### src/rtl/tcw_pkg.sv
`timescale 1ns / 1ps
`default_nettype none

package tcw_pkg;

  // Default screen geometry.
  localparam int COLUMNS_DEF = 80;
  localparam int ROWS_DEF    = 25;

  // A cell holds the character in the low byte and the attribute in the high byte.
  localparam int CELL_W = 16;

  // Configuration port.
  localparam int CFG_IDX_W  = 1;
  localparam int CFG_DATA_W = 8;
  localparam logic [CFG_IDX_W-1:0] CFG_DEFAULT_ATTR = 1'b0;
  localparam logic [CFG_IDX_W-1:0] CFG_CURSOR_IN_BUF = 1'b1;
  localparam logic [7:0] ATTR_RESET = 8'h07;

  // Special characters.
  localparam logic [7:0] CH_NEWLINE = 8'h0A;
  localparam logic [7:0] CH_TAB     = 8'h09;
  localparam logic [7:0] CH_MARK    = 8'h5F;
  localparam logic [7:0] CH_BLANK   = 8'h20;
  localparam logic [7:0] MARK_ATTR  = 8'h00;
  localparam int TAB_STOP = 8;
  localparam int TAB_W    = $clog2(TAB_STOP);

  // Request codes.
  typedef enum logic [2:0] {
    REQ_PUT   = 3'd0,
    REQ_SET   = 3'd1,
    REQ_CLEAR = 3'd2,
    REQ_WRITE = 3'd3,
    REQ_READ  = 3'd4
  } req_t;

  // Sequencer states.
  typedef enum logic [3:0] {
    ST_INIT,
    ST_IDLE,
    ST_EXEC,
    ST_SCROLL,
    ST_BLANK,
    ST_MOVE,
    ST_SEEK,
    ST_MARK,
    ST_READ,
    ST_DONE
  } state_t;

  // One result item.
  typedef struct packed {
    logic [6:0] cursor_column;
    logic [4:0] cursor_row;
    logic [7:0] cell_char;
    logic [7:0] cell_attr;
    logic       did_scroll;
  } res_t;

endpackage

`default_nettype wire

### src/rtl/tcw_ctrl.sv
`timescale 1ns / 1ps
`default_nettype none

module tcw_ctrl #(
  parameter int COLUMNS = 80,
  parameter int ROWS    = 25,
  localparam int CELLS = COLUMNS * ROWS,
  localparam int AW    = $clog2(CELLS)
) (
  input  wire logic                       clk,
  input  wire logic                       rst_n,
  // Request side.
  input  wire logic                       in_valid,
  output logic                            in_ready,
  input  wire logic [2:0]                 req_type,
  input  wire logic [7:0]                 char_code,
  input  wire logic [6:0]                 column,
  input  wire logic [4:0]                 row,
  // Configuration.
  input  wire logic [7:0]                 dflt_attr,
  input  wire logic                       cursor_in_buf,
  // Result side.
  input  wire logic                       res_free,
  output logic                            res_load,
  output tcw_pkg::res_t                   res,
  // Screen store.
  output logic                            ram_we,
  output logic [AW-1:0]                   ram_waddr,
  output logic [tcw_pkg::CELL_W-1:0]      ram_wdata,
  output logic [AW-1:0]                   ram_raddr,
  input  wire logic [tcw_pkg::CELL_W-1:0] ram_rdata
);
  import tcw_pkg::*;

  localparam int CW = $clog2(COLUMNS);
  localparam int RW = (ROWS > 1) ? $clog2(ROWS) : 1;

  state_t            state_r, state_nxt;
  logic [AW:0]       idx_r, idx_nxt;
  logic [AW-1:0]     pos_r, pos_nxt;
  logic [CW-1:0]     col_r, col_nxt;
  logic [RW-1:0]     row_r, row_nxt;
  logic              seek_vld_r, seek_vld_nxt;
  logic [2:0]        req_r, req_nxt;
  logic [7:0]        ch_r, ch_nxt;
  logic [6:0]        colin_r, colin_nxt;
  logic [4:0]        rowin_r, rowin_nxt;
  logic              scrolled_r, scrolled_nxt;
  logic [CELL_W-1:0] cell_r, cell_nxt;

  logic              onscreen;
  logic [CW-1:0]     clamp_col;
  logic [RW-1:0]     clamp_row;
  logic [AW-1:0]     lin;
  logic [CW:0]       step;
  logic [CW:0]       col_sum;
  logic              wrap;
  logic [CW-1:0]     new_col;
  logic [AW-1:0]     pos_adv;
  logic              put_scroll;
  logic              is_glyph;
  logic [CELL_W-1:0] blank_cell;
  logic [CELL_W-1:0] mark_cell;

  assign blank_cell = {dflt_attr, CH_BLANK};
  assign mark_cell  = {MARK_ATTR, CH_MARK};

  // Position decode for set cursor, write at and read.
  always_comb begin
    onscreen  = (32'(colin_r) < COLUMNS) && (32'(rowin_r) < ROWS);
    clamp_col = (32'(colin_r) >= COLUMNS) ? CW'(COLUMNS - 1) : CW'(colin_r);
    clamp_row = (32'(rowin_r) >= ROWS) ? RW'(ROWS - 1) : RW'(rowin_r);
    lin       = AW'(32'(clamp_row) * COLUMNS + 32'(clamp_col));
  end

  // Cursor advance: one step value serves glyph, tab and newline.
  always_comb begin
    is_glyph = (ch_r != CH_NEWLINE) && (ch_r != CH_TAB);
    if (ch_r == CH_NEWLINE) begin
      step = (CW+1)'(COLUMNS - 32'(col_r));
    end else if (ch_r == CH_TAB) begin
      step = (CW+1)'(TAB_STOP - 32'(pos_r[TAB_W-1:0]));
    end else begin
      step = (CW+1)'(1);
    end
    col_sum    = {1'b0, col_r} + step;
    wrap       = (32'(col_sum) >= COLUMNS);
    new_col    = wrap ? CW'(col_sum - (CW+1)'(COLUMNS)) : CW'(col_sum);
    pos_adv    = AW'({1'b0, pos_r} + (AW+1)'(step));
    put_scroll = wrap && (32'(row_r) == ROWS - 1);
  end

  // State and control registers.
  always_ff @(posedge clk) begin
    if (!rst_n) begin
      state_r    <= ST_INIT;
      idx_r      <= '0;
      pos_r      <= '0;
      col_r      <= '0;
      row_r      <= '0;
      seek_vld_r <= 1'b0;
    end else begin
      state_r    <= state_nxt;
      idx_r      <= idx_nxt;
      pos_r      <= pos_nxt;
      col_r      <= col_nxt;
      row_r      <= row_nxt;
      seek_vld_r <= seek_vld_nxt;
    end
  end

  // Request and result payload registers.
  always_ff @(posedge clk) begin
    req_r      <= req_nxt;
    ch_r       <= ch_nxt;
    colin_r    <= colin_nxt;
    rowin_r    <= rowin_nxt;
    scrolled_r <= scrolled_nxt;
    cell_r     <= cell_nxt;
  end

  // Sequencer.
  always_comb begin
    state_nxt    = state_r;
    idx_nxt      = idx_r;
    pos_nxt      = pos_r;
    col_nxt      = col_r;
    row_nxt      = row_r;
    seek_vld_nxt = seek_vld_r;
    req_nxt      = req_r;
    ch_nxt       = ch_r;
    colin_nxt    = colin_r;
    rowin_nxt    = rowin_r;
    scrolled_nxt = scrolled_r;
    cell_nxt     = cell_r;
    in_ready     = 1'b0;
    res_load     = 1'b0;
    ram_we       = 1'b0;
    ram_waddr    = pos_r;
    ram_wdata    = blank_cell;
    ram_raddr    = idx_r[AW-1:0];

    case (state_r)
      // Zero the store after reset.
      ST_INIT: begin
        ram_we    = 1'b1;
        ram_waddr = idx_r[AW-1:0];
        ram_wdata = '0;
        if (idx_r == (AW+1)'(CELLS - 1)) begin
          idx_nxt   = '0;
          state_nxt = ST_IDLE;
        end else begin
          idx_nxt = idx_r + 1'b1;
        end
      end

      ST_IDLE: begin
        in_ready = 1'b1;
        if (in_valid) begin
          req_nxt   = req_type;
          ch_nxt    = char_code;
          colin_nxt = column;
          rowin_nxt = row;
          state_nxt = ST_EXEC;
        end
      end

      ST_EXEC: begin
        scrolled_nxt = 1'b0;
        cell_nxt     = '0;
        case (req_r)
          REQ_PUT: begin
            if (is_glyph) begin
              ram_we    = 1'b1;
              ram_waddr = pos_r;
              ram_wdata = {dflt_attr, ch_r};
            end
            if (put_scroll) begin
              pos_nxt      = AW'(CELLS - COLUMNS);
              col_nxt      = '0;
              row_nxt      = RW'(ROWS - 1);
              scrolled_nxt = 1'b1;
              idx_nxt      = '0;
              state_nxt    = ST_SCROLL;
            end else begin
              pos_nxt   = pos_adv;
              col_nxt   = new_col;
              row_nxt   = wrap ? RW'(row_r + 1'b1) : row_r;
              state_nxt = ST_MOVE;
            end
          end
          REQ_SET: begin
            pos_nxt   = lin;
            col_nxt   = clamp_col;
            row_nxt   = clamp_row;
            state_nxt = ST_MOVE;
          end
          REQ_CLEAR: begin
            idx_nxt   = '0;
            state_nxt = ST_BLANK;
          end
          REQ_WRITE: begin
            ram_we    = onscreen;
            ram_waddr = lin;
            ram_wdata = {dflt_attr, ch_r};
            state_nxt = ST_DONE;
          end
          REQ_READ: begin
            ram_raddr = lin;
            state_nxt = ST_READ;
          end
          default: begin
            state_nxt = ST_DONE;
          end
        endcase
      end

      // Copy each cell from one row below; each cell is written in the cycle after its read.
      ST_SCROLL: begin
        ram_raddr = AW'(idx_r + (AW+1)'(COLUMNS));
        if (idx_r != '0) begin
          ram_we    = 1'b1;
          ram_waddr = AW'(idx_r - 1'b1);
          ram_wdata = ram_rdata;
        end
        if (idx_r == (AW+1)'(CELLS - COLUMNS)) begin
          state_nxt = ST_BLANK;
        end else begin
          idx_nxt = idx_r + 1'b1;
        end
      end

      // Blank from the index to the end of the store.
      ST_BLANK: begin
        ram_we    = 1'b1;
        ram_waddr = idx_r[AW-1:0];
        ram_wdata = blank_cell;
        if (idx_r == (AW+1)'(CELLS - 1)) begin
          if (req_r == REQ_CLEAR) begin
            pos_nxt   = '0;
            col_nxt   = '0;
            row_nxt   = '0;
            state_nxt = cursor_in_buf ? ST_MARK : ST_DONE;
          end else begin
            state_nxt = ST_MOVE;
          end
        end else begin
          idx_nxt = idx_r + 1'b1;
        end
      end

      ST_MOVE: begin
        idx_nxt      = '0;
        seek_vld_nxt = 1'b0;
        state_nxt    = cursor_in_buf ? ST_SEEK : ST_DONE;
      end

      // Look for the lowest old cursor mark, one cell a cycle.
      ST_SEEK: begin
        ram_raddr    = idx_r[AW-1:0];
        seek_vld_nxt = 1'b1;
        if (seek_vld_r && (ram_rdata == mark_cell)) begin
          ram_we    = 1'b1;
          ram_waddr = AW'(idx_r - 1'b1);
          ram_wdata = blank_cell;
          state_nxt = ST_MARK;
        end else if (idx_r == (AW+1)'(CELLS)) begin
          state_nxt = ST_MARK;
        end else begin
          idx_nxt = idx_r + 1'b1;
        end
      end

      ST_MARK: begin
        ram_we    = 1'b1;
        ram_waddr = pos_r;
        ram_wdata = mark_cell;
        state_nxt = ST_DONE;
      end

      ST_READ: begin
        cell_nxt  = onscreen ? ram_rdata : '0;
        state_nxt = ST_DONE;
      end

      ST_DONE: begin
        res_load = res_free;
        if (res_free) begin
          state_nxt = ST_IDLE;
        end
      end

      default: begin
        state_nxt = ST_IDLE;
      end
    endcase
  end

  // Result fields.
  always_comb begin
    res.cursor_column = 7'(col_r);
    res.cursor_row    = 5'(row_r);
    res.cell_char     = cell_r[7:0];
    res.cell_attr     = cell_r[15:8];
    res.did_scroll    = scrolled_r;
  end

endmodule

`default_nettype wire

### config.mk
export PLATFORM = sky130hd
export DESIGN_NAME = tcw_ctrl
export DESIGN_NICKNAME = d
export VERILOG_FILES = /design/src/rtl/tcw_pkg.sv /design/src/rtl/tcw_ctrl.sv
export SDC_FILE = /design/constraint.sdc
export NUM_CORES = 1
export LEC_CHECK = 0
export BUFFER_PORTS_ARGS = -buffer_cell sky130_fd_sc_hd__buf_2
export CELL_PAD_IN_SITES_DETAIL_PLACEMENT = 1
export CELL_PAD_IN_SITES_GLOBAL_PLACEMENT = 1
export CORE_MARGIN = 2
export CORE_UTILIZATION = 46
export DETAILED_ROUTE_END_ITERATION = 6
export PLACE_DENSITY_LB_ADDON = 0.1
export SKIP_CTS_REPAIR_TIMING = 1
export SLEW_MARGIN = 20
export SYNTH_ARGS = -nofsm -noshare
export SYNTH_HDL_FRONTEND = slang
export SYNTH_SLANG_ARGS = --single-unit
### constraint.sdc
create_clock -name clk -period 8.3 [get_ports clk]
set_clock_uncertainty 0.1 [all_clocks]
set_input_delay 0.415 -clock clk [delete_from_list [all_inputs] [get_ports clk]]
set_output_delay 0.415 -clock clk [all_outputs]
set_load 0.02 [all_outputs]
==> out/metrics.yaml, run 1 <==
synth_edf_count: 40
drc: 0
synth-xor-area-share_pct: 3.86
fin_crit_ns: 4.94
worstPathArrival_ns: 5.06
grt_pass1_wl_mm: 36.7
antenna_cells: 0
fin_nets: 960
worstSkewPairLatency_ns: 0.36
yosysMostFrequentCell: "nor2_1"
cpPeakStageDelay_ns: 0.71
yosysTopAreaCellShare_pct: 18.3
grt.total_usage_pct: 31.5
syn_inst: 780
routed_wirelength_mm: 23.4
pin_count: 122
cp-start-kind: "register"
tightest_slew_ns: 0.973
hold_viol_final: 0
ys_async_sr_fraction_pct: 0
crit_slowest_cell: "or4b_2"
h-tree-depth: 3
cp_cell_sequence: "or4b_2, or3_1, a21oi_1, inv_1, fa_1, nand2b_1, a21oi_1, xor2_1, ha_1, and4b_1, o21ai_4, a21oi_2, or2_1, o21ai_0"
max-clock-path-buffers: 2
switchingPower_mw: 0.809
required_ns: 8.42
multi_input_area_sq_um: 4200
min_to: "colin_r[3]"
worstSetupPathType: "reg2reg"
syn_nets: 868
min_from: "column[3]"
avgViaCountPerCell: 6.36
dp_hpwl_mm: 17.9
dr.pass1.iters: 6
cpMostUsedCell: "a21oi_1"
timing.rr.end: "pos_r[2]"
place_congestion: 0.923
setup_violations: 0
max_freq_mhz: 202
worstHoldPathCells: 1
cts_buffers: 9
yosysWarnings: 0
tns_ns: 0
seq_area_sq_um: 2000
synth.area.mux_share_pct: 1.03
yosys-top-cells-area: "edfxtp_1 (18%), dfxtp_1 (12%), ha_1 (6.1%), a21oi_1 (4.6%), nor2_1 (4.5%)"
synthAdderAreaFrac_pct: 7.46
cts_tree: "yes"
synth-seq-area-share_pct: 30.5
portBuffers: 121
grt_setup_unrepaired: "false"
antenna_found_initial: 0
areaGrowthSynthToFinish_pct: 14.4
stdcell_count: 1057
drv_cap: 0
leakage_nw: 3.11
yosysUniqueCellTypes: 93
wl_per_cell_um: 22.1
path_clk_slew_ns: 0.08
ys.flop_type: "edfxtp_1"
grt_pass1_vias: 6841
core_sq_um: 13900
synth.avg_cell_area_sq_um: 8.43
p_seq_share_pct: 28.8
utilization_pct: 54.0
internal_power_mw: 0.995
grt_max_degree: 28
globalRouteOverflowTotal: 0
cts_root_buffer: "clkbuf_16"
yosysTopAreaCell: "edfxtp_1"
std_cell_rows: 43
power_frac_comb_pct: 47.2
power_density_nw_per_um2: 240
synth_compound_area_share_pct: 27.7
fin_crit_sh_pct: 59.5
ir_worst_vdd_mv: 0.119
fillers: 1733
drive_gt1_share_pct: 21.3
r2r_start: "ch_r[7]"
ant_nets: 0
clkPwrFrac_pct: 24.0
ys_top_cells_by_count: "nor2_1 (79), a21oi_1 (60), nand2_1 (60)"
vias: 6720
maxSlewHeadroom_pct: 34.7
synth_top_family_by_area: "compound AO/OA/AOI/OAI gates"
synth_area_sq_um: 6570
status: "complete, no violations"
switching_share_pct: 44.8
reg2reg_slack_ns: 3.36
hold_class: "in2reg"
crit_fanout: 8
ys_seq_elements: 80
clock-sinks: 80
fp.dieH_um: 124
placed_cells: 1041
initial_core_util_pct: 47.2
yosys.area_share.simple_pct: 23.6
drt_iter0_markers: 521
hold_slack_ns: 0.126
drv_slew: 0
reg2regPathDepth: 14
dieWidth_um: 124
dieArea_sq_um: 15300
cp-end-kind: "register"
metal layers:
metal  vias to the layer above  wire length, um  global-route usage (%)
li1                       3082                -                       -
met1                      3317             9690                    39.3
met2                       244            11400                    53.2
met3                        77             1290                    5.58
met4                         0              987                    14.0
met5                         -                0                       0
power groups by stage:
stage	registers, mW	clock network (mW)	logic (mW)
2_1_floorplan	0.525	0	0.606
3_3_place_gp	0.525	0	0.810
3_5_place_dp	0.527	0	0.837
4_1_cts	0.519	0.437	0.843
5_1_grt	0.526	0.453	0.914
6_report	0.520	0.433	0.851
sequential cells by signal, summed over array words and instances (netlist names):
| register | flops |
|---|---|
| row_r | 5 |
| seek_vld_r | 1 |
| idx_r | 12 |
| ch_r | 8 |
| scrolled_r | 1 |
| cell_r | 16 |
| col_r | 7 |
| state_r | 4 |
| req_r | 3 |
| rowin_r | 5 |
| colin_r | 7 |
| pos_r | 11 |
cells by family after synthesis:
group | count (synthesis)
and+or+nand+nor | 291
muxes | 6
DFF | 80
buffers and inverters | 83
adders and majority gates | 37
AOI/OAI and AO/OA | 254
xor gates and xnor gates | 29
worst max path at each step:
stage,startpoint,to,cells after the start
after global routing,ch_r[7],pos_r[2],14
after CTS,ch_r[7],pos_r[2],14
after floorplan,ch_r[7],idx_r[0],15
final,ch_r[7],pos_r[2],14
after detailed placement,ch_r[7],pos_r[2],14
after global placement,ch_r[7],pos_r[2],14
worst max-delay path, delay by kind of cell, from the launching register on:
kind	cells	cell delay [ns]
xor gates and xnor gates	1	0.34
AOI/OAI and AO/OA	5	1.16
and+or+nand+nor	5	1.99
buffers and inverters	1	0.15
adders and majority gates	2	0.65
DFF	1	0.43
through the flow:
step	power [mW]	setup WS (ns)	instance area [sq um]
after floorplan	1.13	4.14	6570
after global placement	1.34	3.59	7200
after detailed placement	1.36	3.38	7210
after CTS	1.80	3.37	7520
after global routing	1.89	3.02	7520
final	1.80	3.36	7520
placed cells by master, fill, tap and decap left out, types with 15 or more instances in the layout:
cell and n:
nand2_1 60, xor2_1 15, dfxtp_1 40, a21oi_1 60, buf_2 121, and2_1 21, edfxtp_1 40, nor3_1 31
nand3_1 15, ha_1 32, o22ai_1 15, o21ai_0 46, inv_1 35, nor2_1 79
cell type report:
type	instances	share of cell area [%]
Multi-Input combinational cell	617	55.8
Sequential cell	80	26.6
Timing Repair Buffer	127	8.65
Clock buffer	9	2.99
Tap cell	180	2.99
Inverter	37	1.85
Clock inverter	7	1.11
Power figures use the tool's default switching activity.
==> inputs of run 2 (changes only) <==
--- a/config.mk
+++ b/config.mk
@@ -9,7 +9,7 @@
 export CELL_PAD_IN_SITES_DETAIL_PLACEMENT = 1
 export CELL_PAD_IN_SITES_GLOBAL_PLACEMENT = 1
 export CORE_MARGIN = 2
-export CORE_UTILIZATION = 46
+export CORE_UTILIZATION = 42
 export DETAILED_ROUTE_END_ITERATION = 6
 export PLACE_DENSITY_LB_ADDON = 0.1
 export SKIP_CTS_REPAIR_TIMING = 1
==> constraint.sdc (replaced) <==
create_clock -name clk -period 5 [get_ports clk]
set_clock_uncertainty 0.1 [all_clocks]
set_input_delay 0.25 -clock clk [delete_from_list [all_inputs] [get_ports clk]]
set_output_delay 0.25 -clock clk [all_outputs]
set_load 0.02 [all_outputs]
==> out/metrics.yaml, run 2 (same netlist as run 1, synthesis figures left out) <==
min_from: "ram_rdata[12]"
largest_register_ffs: 16  # unchanged
avgViaCountPerCell: 6.00  # -5.6%
grt_pass1_vias: 6754  # -1.3%
tns_ns: 0  # unchanged
hold_slack_ns: 0.104  # -0.0223 ns
tightest_slew_ns: 0.997  # +0.0239 ns
cts_root_buffer: "clkbuf_16"
wl_per_cell_um: 21.5  # -2.6%
antenna_found_initial: 0  # unchanged
routed_wirelength_mm: 24.0  # +2.6%
fin_crit_ns: 4.77  # -0.167 ns
worstSetupPathType: "reg2reg"
wl_met3_um: 961  # -25%
globalRouteOverflowTotal: 0  # unchanged
place_congestion: 0.893  # -3.2%
leakage_nw: 3.23  # +3.9%
hold_viol_final: 0  # unchanged
drv_cap: 0  # unchanged
worstPathArrival_ns: 4.96  # -0.10 ns
ant_nets: 0  # unchanged
initial_core_util_pct: 43.1  # -4.1 points
cp-start-kind: "register"
final_common_cell: "buf_2"
highest_layer: "met4"
crit_fanout: 12  # +4
reg2reg_slack_ns: 0.23  # -3.13 ns
status: "complete, no violations"
largest-register: "cell_r"
h-tree-depth: 3  # unchanged
dp_hpwl_mm: 18.2  # +1.6%
max-clock-path-buffers: 2  # unchanged
max_freq_mhz: 210  # +3.5%
worstSkewPairLatency_ns: 0.36  # about the same
clock-sinks: 80  # unchanged
vias: 6680  # -0.60%
dieArea_sq_um: 16700  # +9.2%
drv_slew: 0  # unchanged
grt_max_degree: 28  # unchanged
fillers: 1841  # +6.2%
required_ns: 5.18  # -3.24 ns
fp.dieH_um: 129  # +4.5%
cp-end-kind: "register"
pin_count: 122  # unchanged
wl_met1_mm: 10.4  # +6.9%
maxSlewHeadroom_pct: 33.0  # -1.6 points
core_sq_um: 15300  # +9.5%
dieWidth_um: 129  # +4.5%
fin_crit_sh_pct: 95.4  # +36 points
power_density_nw_per_um2: 392  # +63%
ir_worst_vdd_mv: 0.172  # +44%
hold_class: "in2reg"
grt.total_usage_pct: 28.9  # -2.6 points
mostFrequentLayoutCells: "buf_2 (121), nor2_1 (79), a21oi_1 (60), nand2_1 (60), o21ai_0 (46)"
p_total_mw: 3.07  # +70%
cts_tree: "yes"
antenna_cells: 0  # unchanged
grt_setup_unrepaired: "false"
setup_violations: 0  # unchanged
r2r_start: "ch_r[7]"
areaGrowthSynthToFinish_pct: 19.2
largestRegisters: "cell_r x16, idx_r x12, pos_r x11"
cts_buffers: 9  # unchanged
drc: 0  # unchanged
std_cell_rows: 45  # +4.7%
portBuffers: 121  # unchanged
drive_gt1_share_pct: 21.1  # -0.26 points
dr.pass1.iters: 5  # -1
drt_iter0_markers: 399  # -23%
grt_pass1_wl_mm: 37.0  # +0.81%
path_clk_slew_ns: 0.07  # about the same
crit_start: "ch_r[7]"
wl_met2_mm: 12.0  # +5.1%
fin_nets: 985  # +2.6%
[run 2: cell types whose count changed in the layout (fill, tap and decap cells not counted)]
cell	change
dlygate4sd3_1	+23
buf_4	+2
inv_6	-2
bufinv_16	+1
clkinv_4	+1
clkinvlp_4	-1
inv_8	+1
nand2b_1	-1
nand2b_2	+1
[run 2: power by group]
part	switching [mW]	internal [mW]
Combinational	0.940	0.489
Clock	0.321	0.450
Sequential	0.0880	0.781
[run 2: layout make-up]
class,instances,area [sq um],share of cell area (%)
clock buffers,9,225,2.87
clock inverters,7,109,1.39
inverters,37,139,1.77
multi-input cells,617,4200,53.6
flip-flops and latches,80,2000,25.6
well taps,211,264,3.37
repair buffers,152,896,11.4
[run 2: worst paths after layout]
path                     end  depth (start not counted)
setup reg to reg    idx_r[2]                         14
hold reg to reg     pos_r[7]                          2
hold / removal    cell_r[12]                          2
setup / recovery    idx_r[2]                         14
[run 2: stage by stage]
step | instances | cell area [sq um] | worst slack, ns | util, %
2_1_floorplan | 780 | 6570 | 0.842 | -
3_3_place_gp | 1074 | 7260 | 0.307 | 47.6
3_5_place_dp | 1074 | 7260 | 0.151 | 47.6
4_1_cts | 1090 | 7600 | 0.124 | 49.8
5_1_grt | 1113 | 7830 | 0.00730 | 51.3
6_report | 1113 | 7830 | 0.228 | 51.3
[run 2: worst max-delay path, stage by stage, from the launching register on]
cell and delay [ns]:
edfxtp_1 0.44, or4b_2 0.70, or3_1 0.43, a21oi_1 0.27, inv_1 0.13, fa_1 0.43, nand2b_1 0.24, a21oi_1 0.19
xor2_1 0.35, ha_1 0.21, and4b_1 0.25, o21ai_4 0.10, a31o_4 0.31, nand2b_2 0.31, o22ai_2 0.23
[run 2: per-layer routing]
metal	vias up	global-route usage, %
li1	3123	-
met1	3324	36.8
met3	53	3.96
met4	0	10.7
met2	180	50.2
met5	-	0
